$ cat src/rtl/core/fpps_pkg.sv
// ----------------------------------------------------------------------------
// Flash page program sequencer package
// Shared constants, command codes and the structs passed between the front,
// the job queue, the page buffer and the back.
// ----------------------------------------------------------------------------
package fpps_pkg;

  localparam int unsigned PAGE_BYTES  = 64;
  localparam int unsigned ERASE_BYTES = 1024;
  localparam int unsigned ADDR_BITS   = 24;

  localparam int unsigned ADDR_W      = 24;
  localparam int unsigned WIDX_W      = 3;
  localparam int unsigned WORD_W      = 64;
  localparam int unsigned WORDS       = PAGE_BYTES / 8;
  localparam int unsigned OFF_BITS    = $clog2(PAGE_BYTES);
  localparam int unsigned WIDX_BITS   = (WORDS > 1) ? $clog2(WORDS) : 1;
  localparam int unsigned QUEUE_DEPTH = 2;
  localparam int unsigned QPTR_BITS   = $clog2(QUEUE_DEPTH);
  localparam int unsigned QCNT_BITS   = $clog2(QUEUE_DEPTH + 1);

  localparam logic [ADDR_W-1:0] ADDR_MASK =
    (ADDR_BITS >= ADDR_W) ? {ADDR_W{1'b1}} : ADDR_W'((64'd1 << ADDR_BITS) - 64'd1);
  localparam logic [ADDR_W-1:0] PAGE_MASK  = ~ADDR_W'(PAGE_BYTES - 1);
  localparam logic [ADDR_W-1:0] ERASE_MASK = ~ADDR_W'(ERASE_BYTES - 1);

  typedef enum logic [1:0] {
    CMD_ERASE = 2'd0,
    CMD_WRITE = 2'd1,
    CMD_ERROR = 2'd2
  } cmd_e;

  typedef struct packed {
    logic              error;
    logic              drain;
    logic              erase;
    logic              bank;
    logic [ADDR_W-1:0] page_addr;
    logic [ADDR_W-1:0] aux_addr;
  } job_t;

  typedef struct packed {
    logic                en;
    logic                open;
    logic                bank;
    logic [OFF_BITS-1:0] offset;
    logic [7:0]          data;
  } pbuf_wr_t;

  typedef struct packed {
    logic                 en;
    logic                 bank;
    logic [WIDX_BITS-1:0] widx;
  } pbuf_rd_t;

  typedef struct packed {
    logic en;
    logic bank;
  } busy_clr_t;

endpackage

$ cat src/rtl/core/flash_page_program_sequencer.sv
// ----------------------------------------------------------------------------
// Flash page program sequencer
// Throughput: 1 request/cycle unless a needed push finds the queue full or the bank to open is still draining;
// a drain is 8 words at 1/cycle while the output is not stalled.
// Reset: clears the open page, erased region, queue and buffer valid bits.
// ----------------------------------------------------------------------------
module flash_page_program_sequencer (
  input  logic        clk_i,
  input  logic        rst_ni,
  input  logic        s_axis_tvalid,
  output logic        s_axis_tready,
  input  logic [31:0] s_axis_tdata,   // address[23:0], data_byte[31:24]
  input  logic        s_axis_tuser,   // req_type[0]
  output logic        m_axis_tvalid,
  input  logic        m_axis_tready,
  output logic [95:0] m_axis_tdata,   // cmd_address[23:0], word_index[26:24],
                                      // data_word[90:27], zero[95:91]
  output logic [1:0]  m_axis_tuser,   // cmd[1:0]
  output logic        m_axis_tlast
);

  logic                          push;
  logic                          pop;
  logic                          fifo_full;
  logic                          fifo_empty;
  fpps_pkg::job_t                job_in;
  fpps_pkg::job_t                job_out;
  fpps_pkg::pbuf_wr_t            wr;
  fpps_pkg::pbuf_rd_t            rd;
  fpps_pkg::busy_clr_t           clr;
  logic [fpps_pkg::WORD_W-1:0]   rdata;
  fpps_pkg::cmd_e                cmd;
  logic [fpps_pkg::ADDR_W-1:0]   cmd_addr;
  logic [fpps_pkg::WIDX_W-1:0]   widx;
  logic                          is_word;

  fpps_front u_front (
    .clk_i       (clk_i),
    .rst_ni      (rst_ni),
    .s_valid_i   (s_axis_tvalid),
    .s_ready_o   (s_axis_tready),
    .req_type_i  (s_axis_tuser),
    .address_i   (s_axis_tdata[23:0]),
    .data_byte_i (s_axis_tdata[31:24]),
    .push_o      (push),
    .job_o       (job_in),
    .fifo_full_i (fifo_full),
    .wr_o        (wr),
    .clr_i       (clr)
  );

  fpps_fifo u_fifo (
    .clk_i   (clk_i),
    .rst_ni  (rst_ni),
    .push_i  (push),
    .job_i   (job_in),
    .full_o  (fifo_full),
    .pop_i   (pop),
    .empty_o (fifo_empty),
    .job_o   (job_out)
  );

  fpps_pbuf u_pbuf (
    .clk_i   (clk_i),
    .rst_ni  (rst_ni),
    .wr_i    (wr),
    .rd_i    (rd),
    .rdata_o (rdata)
  );

  fpps_back u_back (
    .clk_i        (clk_i),
    .rst_ni       (rst_ni),
    .fifo_empty_i (fifo_empty),
    .job_i        (job_out),
    .pop_o        (pop),
    .rd_o         (rd),
    .clr_o        (clr),
    .m_valid_o    (m_axis_tvalid),
    .m_ready_i    (m_axis_tready),
    .cmd_o        (cmd),
    .addr_o       (cmd_addr),
    .widx_o       (widx),
    .is_word_o    (is_word),
    .last_o       (m_axis_tlast)
  );

  assign m_axis_tuser = cmd;
  assign m_axis_tdata = {5'b0, (is_word ? rdata : {fpps_pkg::WORD_W{1'b0}}), widx, cmd_addr};

  assert property (@(posedge clk_i) disable iff (!rst_ni) push |-> !fifo_full)
    else $error("job queue overflow");

  assert property (@(posedge clk_i) disable iff (!rst_ni) pop |-> !fifo_empty)
    else $error("job queue underflow");

  assert property (@(posedge clk_i) disable iff (!rst_ni)
    (wr.en && rd.en) |-> (wr.bank != rd.bank))
    else $error("page buffer bank written while draining");

endmodule

$ cat src/rtl/core/fpps_front.sv
// ----------------------------------------------------------------------------
// Front end
// Accepts request transfers, tracks the open page and the erased region,
// writes bytes into the page buffer and queues jobs for the back end.
// ----------------------------------------------------------------------------
module fpps_front (
  input  logic                        clk_i,
  input  logic                        rst_ni,
  input  logic                        s_valid_i,
  output logic                        s_ready_o,
  input  logic                        req_type_i,
  input  logic [fpps_pkg::ADDR_W-1:0] address_i,
  input  logic [7:0]                  data_byte_i,
  output logic                        push_o,
  output fpps_pkg::job_t              job_o,
  input  logic                        fifo_full_i,
  output fpps_pkg::pbuf_wr_t          wr_o,
  input  fpps_pkg::busy_clr_t         clr_i
);

  logic                          page_open_q, page_open_d;
  logic [fpps_pkg::ADDR_W-1:0]   page_start_q, page_start_d;
  logic [fpps_pkg::ADDR_W:0]     erased_limit_q, erased_limit_d;
  logic                          cur_bank_q, cur_bank_d;
  logic [1:0]                    busy_q, busy_d;

  logic [fpps_pkg::ADDR_W-1:0]   addr;
  logic [fpps_pkg::ADDR_W:0]     page_end;
  logic [fpps_pkg::ADDR_W-1:0]   new_start;
  logic [fpps_pkg::ADDR_W-1:0]   blk;
  logic                          below;
  logic                          opening;
  logic                          erase_need;
  logic                          need_push;
  logic                          acc;

  always_comb begin
    addr       = address_i & fpps_pkg::ADDR_MASK;
    page_end   = {1'b0, page_start_q} + (fpps_pkg::ADDR_W + 1)'(fpps_pkg::PAGE_BYTES);
    new_start  = addr & fpps_pkg::PAGE_MASK;
    blk        = new_start & fpps_pkg::ERASE_MASK;
    below      = page_open_q && (addr < page_start_q);
    opening    = !req_type_i && !below && (!page_open_q || ({1'b0, addr} >= page_end));
    erase_need = {1'b0, new_start} >= erased_limit_q;

    job_o.error     = !req_type_i && below;
    job_o.drain     = req_type_i ? page_open_q : (opening && page_open_q);
    job_o.erase     = opening && erase_need;
    job_o.bank      = cur_bank_q;
    job_o.page_addr = page_start_q;
    job_o.aux_addr  = below ? addr : blk;
    need_push       = job_o.error || job_o.drain || job_o.erase;

    s_ready_o = !(need_push && fifo_full_i) && !(opening && busy_q[~cur_bank_q]);
    acc       = s_valid_i && s_ready_o;
    push_o    = acc && need_push;

    wr_o.en     = acc && !req_type_i && !below;
    wr_o.open   = opening;
    wr_o.bank   = opening ? ~cur_bank_q : cur_bank_q;
    wr_o.offset = addr[fpps_pkg::OFF_BITS-1:0];
    wr_o.data   = data_byte_i;
  end

  always_comb begin
    page_open_d    = page_open_q;
    page_start_d   = page_start_q;
    erased_limit_d = erased_limit_q;
    cur_bank_d     = cur_bank_q;
    busy_d         = busy_q;
    if (clr_i.en) begin
      busy_d[clr_i.bank] = 1'b0;
    end
    if (push_o && job_o.drain) begin
      busy_d[cur_bank_q] = 1'b1;
    end
    if (acc && req_type_i) begin
      page_open_d = 1'b0;
    end
    if (acc && opening) begin
      page_open_d  = 1'b1;
      page_start_d = new_start;
      cur_bank_d   = ~cur_bank_q;
      if (erase_need) begin
        erased_limit_d = {1'b0, blk} + (fpps_pkg::ADDR_W + 1)'(fpps_pkg::ERASE_BYTES);
      end
    end
  end

  always_ff @(posedge clk_i or negedge rst_ni) begin
    if (!rst_ni) begin
      page_open_q    <= 1'b0;
      page_start_q   <= '0;
      erased_limit_q <= '0;
      cur_bank_q     <= 1'b0;
      busy_q         <= '0;
    end else begin
      page_open_q    <= page_open_d;
      page_start_q   <= page_start_d;
      erased_limit_q <= erased_limit_d;
      cur_bank_q     <= cur_bank_d;
      busy_q         <= busy_d;
    end
  end

endmodule

$ cat src/rtl/core/fpps_fifo.sv
// ----------------------------------------------------------------------------
// Job queue
// Short first-in first-out queue of jobs between the front and back ends.
// ----------------------------------------------------------------------------
module fpps_fifo (
  input  logic           clk_i,
  input  logic           rst_ni,
  input  logic           push_i,
  input  fpps_pkg::job_t job_i,
  output logic           full_o,
  input  logic           pop_i,
  output logic           empty_o,
  output fpps_pkg::job_t job_o
);

  fpps_pkg::job_t                  mem_q [fpps_pkg::QUEUE_DEPTH];
  logic [fpps_pkg::QPTR_BITS-1:0]  wr_ptr_q, wr_ptr_d;
  logic [fpps_pkg::QPTR_BITS-1:0]  rd_ptr_q, rd_ptr_d;
  logic [fpps_pkg::QCNT_BITS-1:0]  cnt_q, cnt_d;

  localparam logic [fpps_pkg::QPTR_BITS-1:0] PtrLast =
    fpps_pkg::QPTR_BITS'(fpps_pkg::QUEUE_DEPTH - 1);

  always_comb begin
    full_o   = cnt_q == fpps_pkg::QCNT_BITS'(fpps_pkg::QUEUE_DEPTH);
    empty_o  = cnt_q == '0;
    job_o    = mem_q[rd_ptr_q];
    wr_ptr_d = wr_ptr_q;
    rd_ptr_d = rd_ptr_q;
    cnt_d    = cnt_q;
    if (push_i) begin
      wr_ptr_d = (wr_ptr_q == PtrLast) ? '0 : wr_ptr_q + 1'b1;
    end
    if (pop_i) begin
      rd_ptr_d = (rd_ptr_q == PtrLast) ? '0 : rd_ptr_q + 1'b1;
    end
    if (push_i && !pop_i) begin
      cnt_d = cnt_q + 1'b1;
    end else if (pop_i && !push_i) begin
      cnt_d = cnt_q - 1'b1;
    end
  end

  always_ff @(posedge clk_i) begin
    if (push_i) begin
      mem_q[wr_ptr_q] <= job_i;
    end
  end

  always_ff @(posedge clk_i or negedge rst_ni) begin
    if (!rst_ni) begin
      wr_ptr_q <= '0;
      rd_ptr_q <= '0;
      cnt_q    <= '0;
    end else begin
      wr_ptr_q <= wr_ptr_d;
      rd_ptr_q <= rd_ptr_d;
      cnt_q    <= cnt_d;
    end
  end

endmodule

$ cat src/rtl/core/fpps_pbuf.sv
// ----------------------------------------------------------------------------
// Page buffer
// Two banks of page storage with byte writes and word reads. Per-byte valid
// bits make unwritten bytes read as 0xFF.
// ----------------------------------------------------------------------------
module fpps_pbuf (
  input  logic                        clk_i,
  input  logic                        rst_ni,
  input  fpps_pkg::pbuf_wr_t          wr_i,
  input  fpps_pkg::pbuf_rd_t          rd_i,
  output logic [fpps_pkg::WORD_W-1:0] rdata_o
);

  logic [fpps_pkg::WORD_W-1:0]            mem_q [2][fpps_pkg::WORDS];
  logic [1:0][fpps_pkg::PAGE_BYTES-1:0]   vld_q;
  logic [fpps_pkg::WORD_W-1:0]            rd_q;
  logic [7:0]                             vmask_q;

  logic [fpps_pkg::WIDX_BITS-1:0]         wr_widx;
  logic [fpps_pkg::PAGE_BYTES-1:0]        wr_onehot;

  always_comb begin
    wr_widx   = fpps_pkg::WIDX_BITS'(wr_i.offset >> 3);
    wr_onehot = fpps_pkg::PAGE_BYTES'(1) << wr_i.offset;
    for (int b = 0; b < 8; b++) begin
      rdata_o[b*8 +: 8] = vmask_q[b] ? rd_q[b*8 +: 8] : 8'hFF;
    end
  end

  always_ff @(posedge clk_i) begin
    if (wr_i.en) begin
      mem_q[wr_i.bank][wr_widx][{wr_i.offset[2:0], 3'b000} +: 8] <= wr_i.data;
    end
    if (rd_i.en) begin
      rd_q <= mem_q[rd_i.bank][rd_i.widx];
    end
  end

  always_ff @(posedge clk_i or negedge rst_ni) begin
    if (!rst_ni) begin
      vld_q   <= '0;
      vmask_q <= '0;
    end else begin
      if (wr_i.en) begin
        vld_q[wr_i.bank] <= wr_i.open ? wr_onehot : (vld_q[wr_i.bank] | wr_onehot);
      end
      if (rd_i.en) begin
        vmask_q <= vld_q[rd_i.bank][{rd_i.widx, 3'b000} +: 8];
      end
    end
  end

endmodule

$ cat src/rtl/core/fpps_back.sv
// ----------------------------------------------------------------------------
// Back end
// Takes jobs from the queue and sequences the write words, erase and error
// commands into the output register.
// ----------------------------------------------------------------------------
module fpps_back (
  input  logic                        clk_i,
  input  logic                        rst_ni,
  input  logic                        fifo_empty_i,
  input  fpps_pkg::job_t              job_i,
  output logic                        pop_o,
  output fpps_pkg::pbuf_rd_t          rd_o,
  output fpps_pkg::busy_clr_t         clr_o,
  output logic                        m_valid_o,
  input  logic                        m_ready_i,
  output fpps_pkg::cmd_e              cmd_o,
  output logic [fpps_pkg::ADDR_W-1:0] addr_o,
  output logic [fpps_pkg::WIDX_W-1:0] widx_o,
  output logic                        is_word_o,
  output logic                        last_o
);

  typedef enum logic [2:0] {
    BK_FETCH = 3'b001,
    BK_DRAIN = 3'b010,
    BK_ERASE = 3'b100
  } back_state_e;

  back_state_e                    state_q, state_d;
  fpps_pkg::job_t                 job_q, job_d;
  logic [fpps_pkg::WIDX_BITS-1:0] cnt_q, cnt_d;
  logic                           m_valid_q, m_valid_d;
  fpps_pkg::cmd_e                 cmd_q, cmd_d;
  logic [fpps_pkg::ADDR_W-1:0]    addr_q, addr_d;
  logic [fpps_pkg::WIDX_W-1:0]    widx_q, widx_d;
  logic                           is_word_q, is_word_d;
  logic                           last_q, last_d;

  logic                           load;
  fpps_pkg::job_t                 j;
  logic [fpps_pkg::WIDX_BITS-1:0] w;
  logic                           final_word;
  logic                           do_word;
  logic                           do_emit;
  fpps_pkg::cmd_e                 emit_cmd;

  always_comb begin
    load       = !m_valid_q || m_ready_i;
    j          = (state_q == BK_FETCH) ? job_i : job_q;
    w          = (state_q == BK_FETCH) ? '0 : cnt_q;
    final_word = w == fpps_pkg::WIDX_BITS'(fpps_pkg::WORDS - 1);

    state_d   = state_q;
    job_d     = job_q;
    cnt_d     = cnt_q;
    pop_o     = 1'b0;
    do_word   = 1'b0;
    do_emit   = 1'b0;
    emit_cmd  = fpps_pkg::CMD_ERASE;
    m_valid_d = m_valid_q && !m_ready_i;
    cmd_d     = cmd_q;
    addr_d    = addr_q;
    widx_d    = widx_q;
    is_word_d = is_word_q;
    last_d    = last_q;

    unique case (state_q)
      BK_FETCH: begin
        if (load && !fifo_empty_i) begin
          pop_o = 1'b1;
          job_d = job_i;
          if (job_i.error) begin
            do_emit  = 1'b1;
            emit_cmd = fpps_pkg::CMD_ERROR;
          end else if (job_i.drain) begin
            do_word = 1'b1;
          end else begin
            do_emit = 1'b1;
          end
        end
      end
      BK_DRAIN: begin
        if (load) begin
          do_word = 1'b1;
        end
      end
      BK_ERASE: begin
        if (load) begin
          do_emit = 1'b1;
          state_d = BK_FETCH;
        end
      end
      default: begin
        state_d = BK_FETCH;
      end
    endcase

    rd_o.en    = do_word;
    rd_o.bank  = j.bank;
    rd_o.widx  = w;
    clr_o.en   = do_word && final_word;
    clr_o.bank = j.bank;

    if (do_word) begin
      m_valid_d = 1'b1;
      cmd_d     = fpps_pkg::CMD_WRITE;
      addr_d    = j.page_addr;
      widx_d    = fpps_pkg::WIDX_W'(w);
      is_word_d = 1'b1;
      last_d    = final_word && !j.erase;
      if (final_word) begin
        state_d = j.erase ? BK_ERASE : BK_FETCH;
      end else begin
        state_d = BK_DRAIN;
        cnt_d   = w + 1'b1;
      end
    end
    if (do_emit) begin
      m_valid_d = 1'b1;
      cmd_d     = emit_cmd;
      addr_d    = j.aux_addr;
      widx_d    = '0;
      is_word_d = 1'b0;
      last_d    = 1'b1;
    end
  end

  always_ff @(posedge clk_i) begin
    job_q     <= job_d;
    cmd_q     <= cmd_d;
    addr_q    <= addr_d;
    widx_q    <= widx_d;
    is_word_q <= is_word_d;
    last_q    <= last_d;
  end

  always_ff @(posedge clk_i or negedge rst_ni) begin
    if (!rst_ni) begin
      state_q   <= BK_FETCH;
      cnt_q     <= '0;
      m_valid_q <= 1'b0;
    end else begin
      state_q   <= state_d;
      cnt_q     <= cnt_d;
      m_valid_q <= m_valid_d;
    end
  end

  assign m_valid_o = m_valid_q;
  assign cmd_o     = cmd_q;
  assign addr_o    = addr_q;
  assign widx_o    = widx_q;
  assign is_word_o = is_word_q;
  assign last_o    = last_q;

endmodule
$ cat config.mk
export PLATFORM = sky130hd
export DESIGN_NAME = flash_page_program_sequencer
export DESIGN_NICKNAME = d
export VERILOG_FILES = /design/src/rtl/core/fpps_pkg.sv /design/src/rtl/core/flash_page_program_sequencer.sv /design/src/rtl/core/fpps_front.sv /design/src/rtl/core/fpps_fifo.sv /design/src/rtl/core/fpps_pbuf.sv /design/src/rtl/core/fpps_back.sv
export SDC_FILE = /design/constraint.sdc
export NUM_CORES = 2
export LEC_CHECK = 0
export ABC_AREA = 1
export BUFFER_PORTS_ARGS = -buffer_cell sky130_fd_sc_hd__buf_2
export CAP_MARGIN = 5
export CELL_PAD_IN_SITES_DETAIL_PLACEMENT = 1
export CELL_PAD_IN_SITES_GLOBAL_PLACEMENT = 1
export CORE_ASPECT_RATIO = 2
export CORE_MARGIN = 1.5
export CORE_UTILIZATION = 51
export CTS_BUF_LIST = sky130_fd_sc_hd__clkbuf_16
export CTS_CLUSTER_DIAMETER = 40
export CTS_CLUSTER_SIZE = 24
export DETAILED_ROUTE_END_ITERATION = 7
export PLACE_DENSITY = 0.85
export SYNTH_ARGS = -nofsm -noshare
export SYNTH_HDL_FRONTEND = slang
export SYNTH_SLANG_ARGS = --single-unit
$ cat constraint.sdc
create_clock -name clk_i -period 6.55 [get_ports clk_i]
set_clock_uncertainty 0.05 [all_clocks]
set_input_delay 0.9825 -clock clk_i [delete_from_list [all_inputs] [get_ports clk_i]]
set_output_delay 0.9825 -clock clk_i [all_outputs]
set_load 0.05 [all_outputs]
# [Word level (Yosys, flattened, before mapping)]
# Memories as Yosys holds them, arrays and structs flattened.
# Index checks and enable logic that the tools add are counted.
[word_totals] regBits=339 latch_bits=0 mem_bits_rw=1116 rom_bits=0 inputBits=37 output_inout_bits=101 word_cells=186 n_memories=2
[mem_list] memory="u_pbuf.mem_q" words=2 word_bits=512 rd=1 rd_clocked_by_memory_dff=0 write_ports=1 line_no="fpps_pbuf.sv:14" rtl="logic [fpps_pkg::WORD_W-1:0] mem_q [2][fpps_pkg::WORDS];"
[mem_list] memory="u_fifo.mem_q" words=2 word_bits=46 rd=1 rd_clocked_by_memory_dff=0 write_ports=1 line_no="fpps_fifo.sv:16" rtl="fpps_pkg::job_t mem_q [fpps_pkg::QUEUE_DEPTH];"
[classes] n_addsub=8 n_mul=0 n_div=0 n_lt_le_gt_ge=13 n_eq_ne=7 shifts=4 muxes=70 n_bitwise=8 reduce_logical=50
[ops] op="64-bit two-way mux" n=10
[ops] op="512-bit two-way mux" n=1
[ops] op="64-bit binary-select mux with 3-bit select" n=1
[ops] op="64-bit demux with 3-bit select" n=1
[ops] op="128-bit bitwise mux" n=1
[ops] op="64-bit demux with 1-bit select" n=1
[ops] op="8-bit two-way mux" n=8
[ops] op="64-bit bitwise OR" n=1
[ops] op="8-bit by 8-bit variable shift with 64-bit output (first input constant)" n=1
[ops] op="64-bit by 7-bit variable part select with 8-bit output" n=1
[ops] op="8-bit by 8-bit variable part select with 64-bit output" n=1
[ops] op="1-bit by 6-bit left shift with 64-bit output (first input constant)" n=1
[ops] op="24-bit by 25-bit >= comparator with 1-bit output" n=2
[ops] op="50-bit two-way mux" n=1
[ops] op="24-bit two-way mux" n=2
[ops] op="1-bit logical AND" n=26
[ops] op="24-bit by 11-bit adder with 25-bit output (second input constant)" n=1
[ops] op="24-bit by 7-bit adder with 25-bit output (second input constant)" n=1
[ops] op="24-bit < comparator" n=1
[ops] op="1-bit two-way mux" n=24
[ops] op="2-bit two-way mux" n=9
[ops] op="3-bit two-way mux" n=5
[ops] op="1-bit zero test" n=11
[ops] op="10-bit two-way mux" n=1
[ops] op="28 further kinds" n=48

# [Longest topological paths before layout]
[depth] depth_word=18 depth_mapped=31 ltp_nobuf=31

# [By module]
# A second synthesis with hierarchy kept.
[hier_totals] hier_cells=5918 area_unflattened_um2=64220.3
[modules_own_cells] module="fpps_pbuf" n_inst=1 cells_each=4620 area_per_inst_um2=51573.2 seq_area_each_um2=36074.6
[modules_own_cells] module="fpps_fifo" n_inst=1 cells_each=187 area_per_inst_um2=4210.3 seq_area_each_um2=3223.1
[modules_own_cells] module="fpps_front" n_inst=1 cells_each=556 area_per_inst_um2=3926.3 seq_area_each_um2=925.9
[modules_own_cells] module="fpps_back" n_inst=1 cells_each=414 area_per_inst_um2=3913.8 seq_area_each_um2=2558.7
[modules_own_cells] module="flash_page_program_sequencer" n_inst=1 cells_each=141 area_per_inst_um2=596.8 seq_area_each_um2=0.0

# [Least setup slack after synthesis]
# No wires, ideal clock.
[synth_timing] path_kind="reg2reg" start="register u_front.page_start_q[8] in the netlist's numbering" end="memory u_fifo.mem_q[0][0] in the netlist's numbering (enable)" setup_ps=450 t_arrival_ps=5259 t_required_ps=6050 path_slack_ps=791 stages_incl_launch_ff=24 n_path_buf=0 synth_period_minus_slack_ps=5759 cell_sequence="dfrtp_1 -> inv_1 -> nor3_1 -> inv_1 -> nor3_1 -> inv_1 -> nor4_1 -> nand3_1 -> nor2_1 -> nand3_1 -> xor2_1 -> ha_1 -> nand2_1 -> nor3_1 -> nand3_1 -> nor2_1 -> nor2_2 -> nand2_2 -> nand2_4 -> nand2_2 -> nand2_2 -> nand2_2 -> nand4_1 -> nor2_1"
[synth_via] elab_chain_len=16 word_cells_on_any_way=23 cone_classes="add/sub: 1; order compare: 2; mux: 3; reduce/logical: 17"
[synth_rtl] item="from (decl)" line_no="fpps_front.sv:22" rtl="logic [fpps_pkg::ADDR_W-1:0] page_start_q, page_start_d;"
[synth_rtl] item="from (signal assigned)" line_no="fpps_front.sv:99" rtl="page_start_q <= page_start_d;"
[synth_rtl] item="parallel branches: the longest is 13 deep, another holds 24-bit by 7-bit adder with 25-bit output"
[synth_rtl] item="1-bit logical AND (*)" line_no="fpps_front.sv:56" rtl="push_o = acc && need_push;"
[synth_rtl] item="1-bit two-way mux (*)" line_no="fpps_fifo.sv:45" rtl="if (push_i) begin"
[synth_rtl] item="1-bit two-way mux (implied by the code) (*)" line_no="fpps_fifo.sv:46" rtl="mem_q[wr_ptr_q] <= job_i;"
[synth_rtl] item="to (decl)" line_no="fpps_fifo.sv:16"
# Every way passes the cells marked *.

# [Worst setup path after layout]
[layout_timing] start="register u_front.page_start_q[8] in the netlist's numbering" end="output s_axis_tready"
[layout_via] elab_chain_len=12 word_cells_on_any_way=19 cone_classes="add/sub: 1; order compare: 2; mux: 1; reduce/logical: 15"
[layout_rtl] item="parallel branches: the longest is 11 deep, another holds 24-bit by 7-bit adder with 25-bit output"
[layout_rtl] item="1-bit logical AND (*)" line_no="fpps_front.sv:54" rtl="s_ready_o = !(need_push && fifo_full_i) && !(opening && busy_q[~cur_bank_q]);"
[layout_rtl] item="to (decl)" line_no="flash_page_program_sequencer.sv:11" rtl="output logic s_axis_tready,"
# Marked as above.

==> summary.txt <==
Logic synthesis
  – Synthesized cell area: roughly 61,000 um^2
  – Yosys cell types: 45
  – Flops & latches, synth: around 1,400
  – Largest cells by area after synthesis: edfxtp_1 61%, dfrtp_1 7.5%, nor2_1 6.3%, o21ai_0 5.7%, nand2_1 3.4%
  – Seq/Total Area, Yosys: between 60% and 70%
  – Mapped Cells: between 5,000 and 6,000
  – Share of the synthesized area in the top cell type: 61.4%
  – Post-synth EDFFs: 1,250
  – Synth warnings: 0
  – Ys async rst share: ~13%
  – Largest area contributor in the netlist: edfxtp_1
  – Top FF cell, synth: edfxtp_1
  – Mapped Avg Cell Area: 11.6 um^2

Global routing
  – Global-route wire length before repair: 309,000 um
  – Met3 Track Usage GR: 6.61%
  – Initial antenna violation count: 10
  – Gr busiest metal: met2
  – All-Layer GR Usage: 34.6%
  – Total gr overflow: 0
  – Met1 Resource Use GR: 35.3%
  – Grt met2 use: 59.8%
  – Vias in the first global route: between 40,000 and 50,000
  – Largest net degree at the start of global routing: 164

Worst setup path
  – Critical-path cell list: inv_1, nor3_1, inv_1, nor3_1, inv_1, nor4_4, nand3_1, nor2_1, xor2_1, ha_1, nand2_1, nor2_1, a211oi_1, nand2_1, nand2_1, nand2_1, nand2_1, nand2_2, nand2_4, nand2_2, nand2_2, nand2_2, a21boi_2, buf_2
  – CP Data Arrival Time: 5.16 ns
  – Critical Path Start: u_front.page_start_q[8]
  – Crit path max-delay family: simple AND/OR/NAND/NOR gates
  – CP max FO: 5
  – CP endpoint kind: output port
  – Required time of the worst setup path: 5.52 ns
  – R2R Path Start: u_front.page_start_q[8]
  – Crit path top cell by count: nand2_1
  – Startpoint types: register
  – CP bufs+invs: 4
  – Slowest cell on crit path: dfrtp_1
  – CP Class: register to output port
  – Max stage delay on crit path: 0.47 ns

Drt
  – DR pass1 iterations: 8
  – Initial DRC count: roughly 4,200
  – DRC: 38
  – Post-route ant nets: 0
  – Vias: 45,700
  – Avg WL per Cell: 30.4 um
  – Routed wire length: 212,000 um
  – Vias per cell: 6.57

STA
  – Final Cycle Share: 94.6%
  – Unrepaired setup endpoints after global routing: false
  – Slew Limit Fails: 0
  – Max-Slew Margin vs Limit: 10.9%
  – Final Setup Violations: 0
  – Actual slew at the worst max-slew pin: ~1.3 ns
  – Setup TNS: 0 ns
  – Max Clk Rate: 161 MHz
  – Minimum clock period: about 6.2 ns
  – Hold Vio Cnt, Final: 0

Clock tree
  – Max H-tree Level: 3
  – CTS tree: done
  – Clock-pin slew on the worst setup and hold paths: ~0.090 ns
  – Clock Tree Buf Depth: 3
  – Hold buffers post-CTS: 0
  – CTS root buffer: clkbuf_16
  – Clock sink count: 1,439
  – Post-CTS Setup Bufs: 0
  – CTS buffer count: around 110
  – Worst-skew pair later-pin latency: 0.77 ns

Layout
  – Fillcell total: between 10,000 and 15,000
  – Layout Nets: about 5,400
  – Multi-input gate area: about 17,000 um^2
  – Share of cells above drive strength 1: about an eighth
  – Final non-filler cell area: ~68,000 um^2
  – Commonest non-fill, non-tap cells in the layout: 1,250 x edfxtp_1, 1,011 x nor2_1, 696 x o21ai_0
  – Commonest non-fill, non-tap cell in the layout: edfxtp_1
  – Area grow syn2layout: 11.0%
  – Register area: approximately 42,000 um^2
  – Finished Layout Cells: slightly below 7,000

Run
  – Max-cap violation count: 0

Die
  – Die area: 122,000 um^2
  – Core footprint: 119,000 um^2
  – Die height: 493 um
  – Initial Utilization: 51.4%
  – Chip width: roughly 250 um
  – # IOs: between 100 and 150
  – Rows: 179

Status
  – Run status: complete, but fails checks
  – Failing checks: DRC

Worst hold path
  – Min-Delay Path Class: input port to asynchronous set/reset pin

Placed design
  – Placed inst area: 63,800 um^2
  – GPL Wtd Cong: approximately 1
  – Buffers on Ports: around 130
  – Placed Cells: 6,739
  – DP HPWL: 134,000 um

Power and ir drop
  – Peak VDD IR: 525 uV
  – Pwr Total: approximately 34 mW
  – Power Density: 498 nW/um^2
  – Static leakage: 24.6 nW
## path summary, 6_finish.rpt
kind                                               to  slack, ns  cells after the start
max                                     s_axis_tready       0.36                     24
min                                  u_pbuf.vld_q[40]       0.15                      1
max reg2reg                       u_pbuf.mem_q[0][35]       0.54                     28
min reg2reg                u_front.erased_limit_q[18]       0.43                      2
max in group asynchronous  u_front.erased_limit_q[18]       4.83                      2
min in group clk_i         u_front.erased_limit_q[18]       0.43                      2
## cell usage after synthesis, drive strengths merged, types with 38 or more instances
| cell type | n |
|---|---|
| a21oi | 46 |
| buf | 82 |
| clkbuf | 286 |
| dfrtp | 183 |
| edfxtp | 1250 |
| ha | 61 |
| inv | 172 |
| mux2 | 38 |
| nand2 | 556 |
| nand3 | 155 |
| nor2 | 1036 |
| nor3 | 41 |
| o211ai | 79 |
| o21ai | 822 |
| o221ai | 214 |
| o22ai | 74 |
| o31ai | 48 |
## state kept, by name, indices dropped and copies added (netlist names), 2 cells and up
name                    cells
u_back.widx_o               3
u_pbuf.rd_q                64
u_fifo.mem_q               92
u_back.cnt_q                3
u_front.busy_q              2
u_fifo.cnt_q                2
u_back.job_q               44
u_pbuf.vld_q              128
u_front.page_start_q       18
u_back.state_q              3
u_front.erased_limit_q     15
u_back.addr_o              24
u_back.cmd_o                2
u_pbuf.vmask_q              8
u_pbuf.mem_q             1024
## worst register-to-register path: cells and delay by family, from the launching register on
family / cells / cell delay, ns
adder cells (fa/ha/maj): 1 / 0.27
buffers and inverters: 4 / 0.79
XOR/XNOR: 1 / 0.19
AND/OR/NAND/NOR: 21 / 3.66
flip-flops: 1 / 0.47
AO/OA/AOI/OAI: 1 / 0.18
## repair_timing
item / in CTS / in global routing
gates resized for setup: 1 / 2
setup endpoints to repair: 1 / 1
cloned: 0 / 0
## per-stage QoR
stage / utilization, % / hold WS (ns) / setup WS (ns)
CTS: 57.1 / 0.137 / 0.120
detailed placement: 53.7 / 0.416 / 0.486
global placement: 53.7 / 0.413 / 0.802
global route: 57.1 / 0.159 / 0.0436
floorplan: - / 0.390 / 0.791
finish: 57.1 / 0.145 / 0.356
## power breakdown
part / switching [mW] / internal [mW] / total, mW
Sequential: 0.654 / 11.4 / 12.0
Clock: 3.87 / 3.58 / 7.44
Combinational: 11.0 / 3.39 / 14.3
Total: 15.5 / 18.3 / 33.8
## layout make-up
| class | instances | share of cell area (%) |
|---|---|---|
| diodes | 7 | 0.0258 |
| clock buffers | 114 | 4.20 |
| clock inverters | 102 | 1.72 |
| inverters | 172 | 0.991 |
| multi-input cells | 3279 | 24.9 |
| flip-flops and latches | 1439 | 62.2 |
| well taps | 1538 | 2.83 |
| repair buffers | 311 | 3.13 |
## cell families (layout without fill, tap and decap cells)
logic type	after synthesis	in the layout	share of synthesized area, %
AO/OA/AOI/OAI	1296	1296	12.6
XOR/XNOR	32	32	0.471
adder cells (fa/ha/maj)	61	61	1.25
buffers and inverters	540	699	3.65
flip-flops	1439	1439	69.1
multiplexers	57	57	1.01
other	1	12	0.00613
AND/OR/NAND/NOR	1828	1828	11.9
## layer usage
metal	part of all wire, %	wire length (um)	vias up
li1	-	-	19100
met1	31	66400	22900
met2	51	108000	2662
met3	7.5	16000	1055
met4	10	21300	8
met5	0.025	53	-
(Power assumes the default switching activity.)
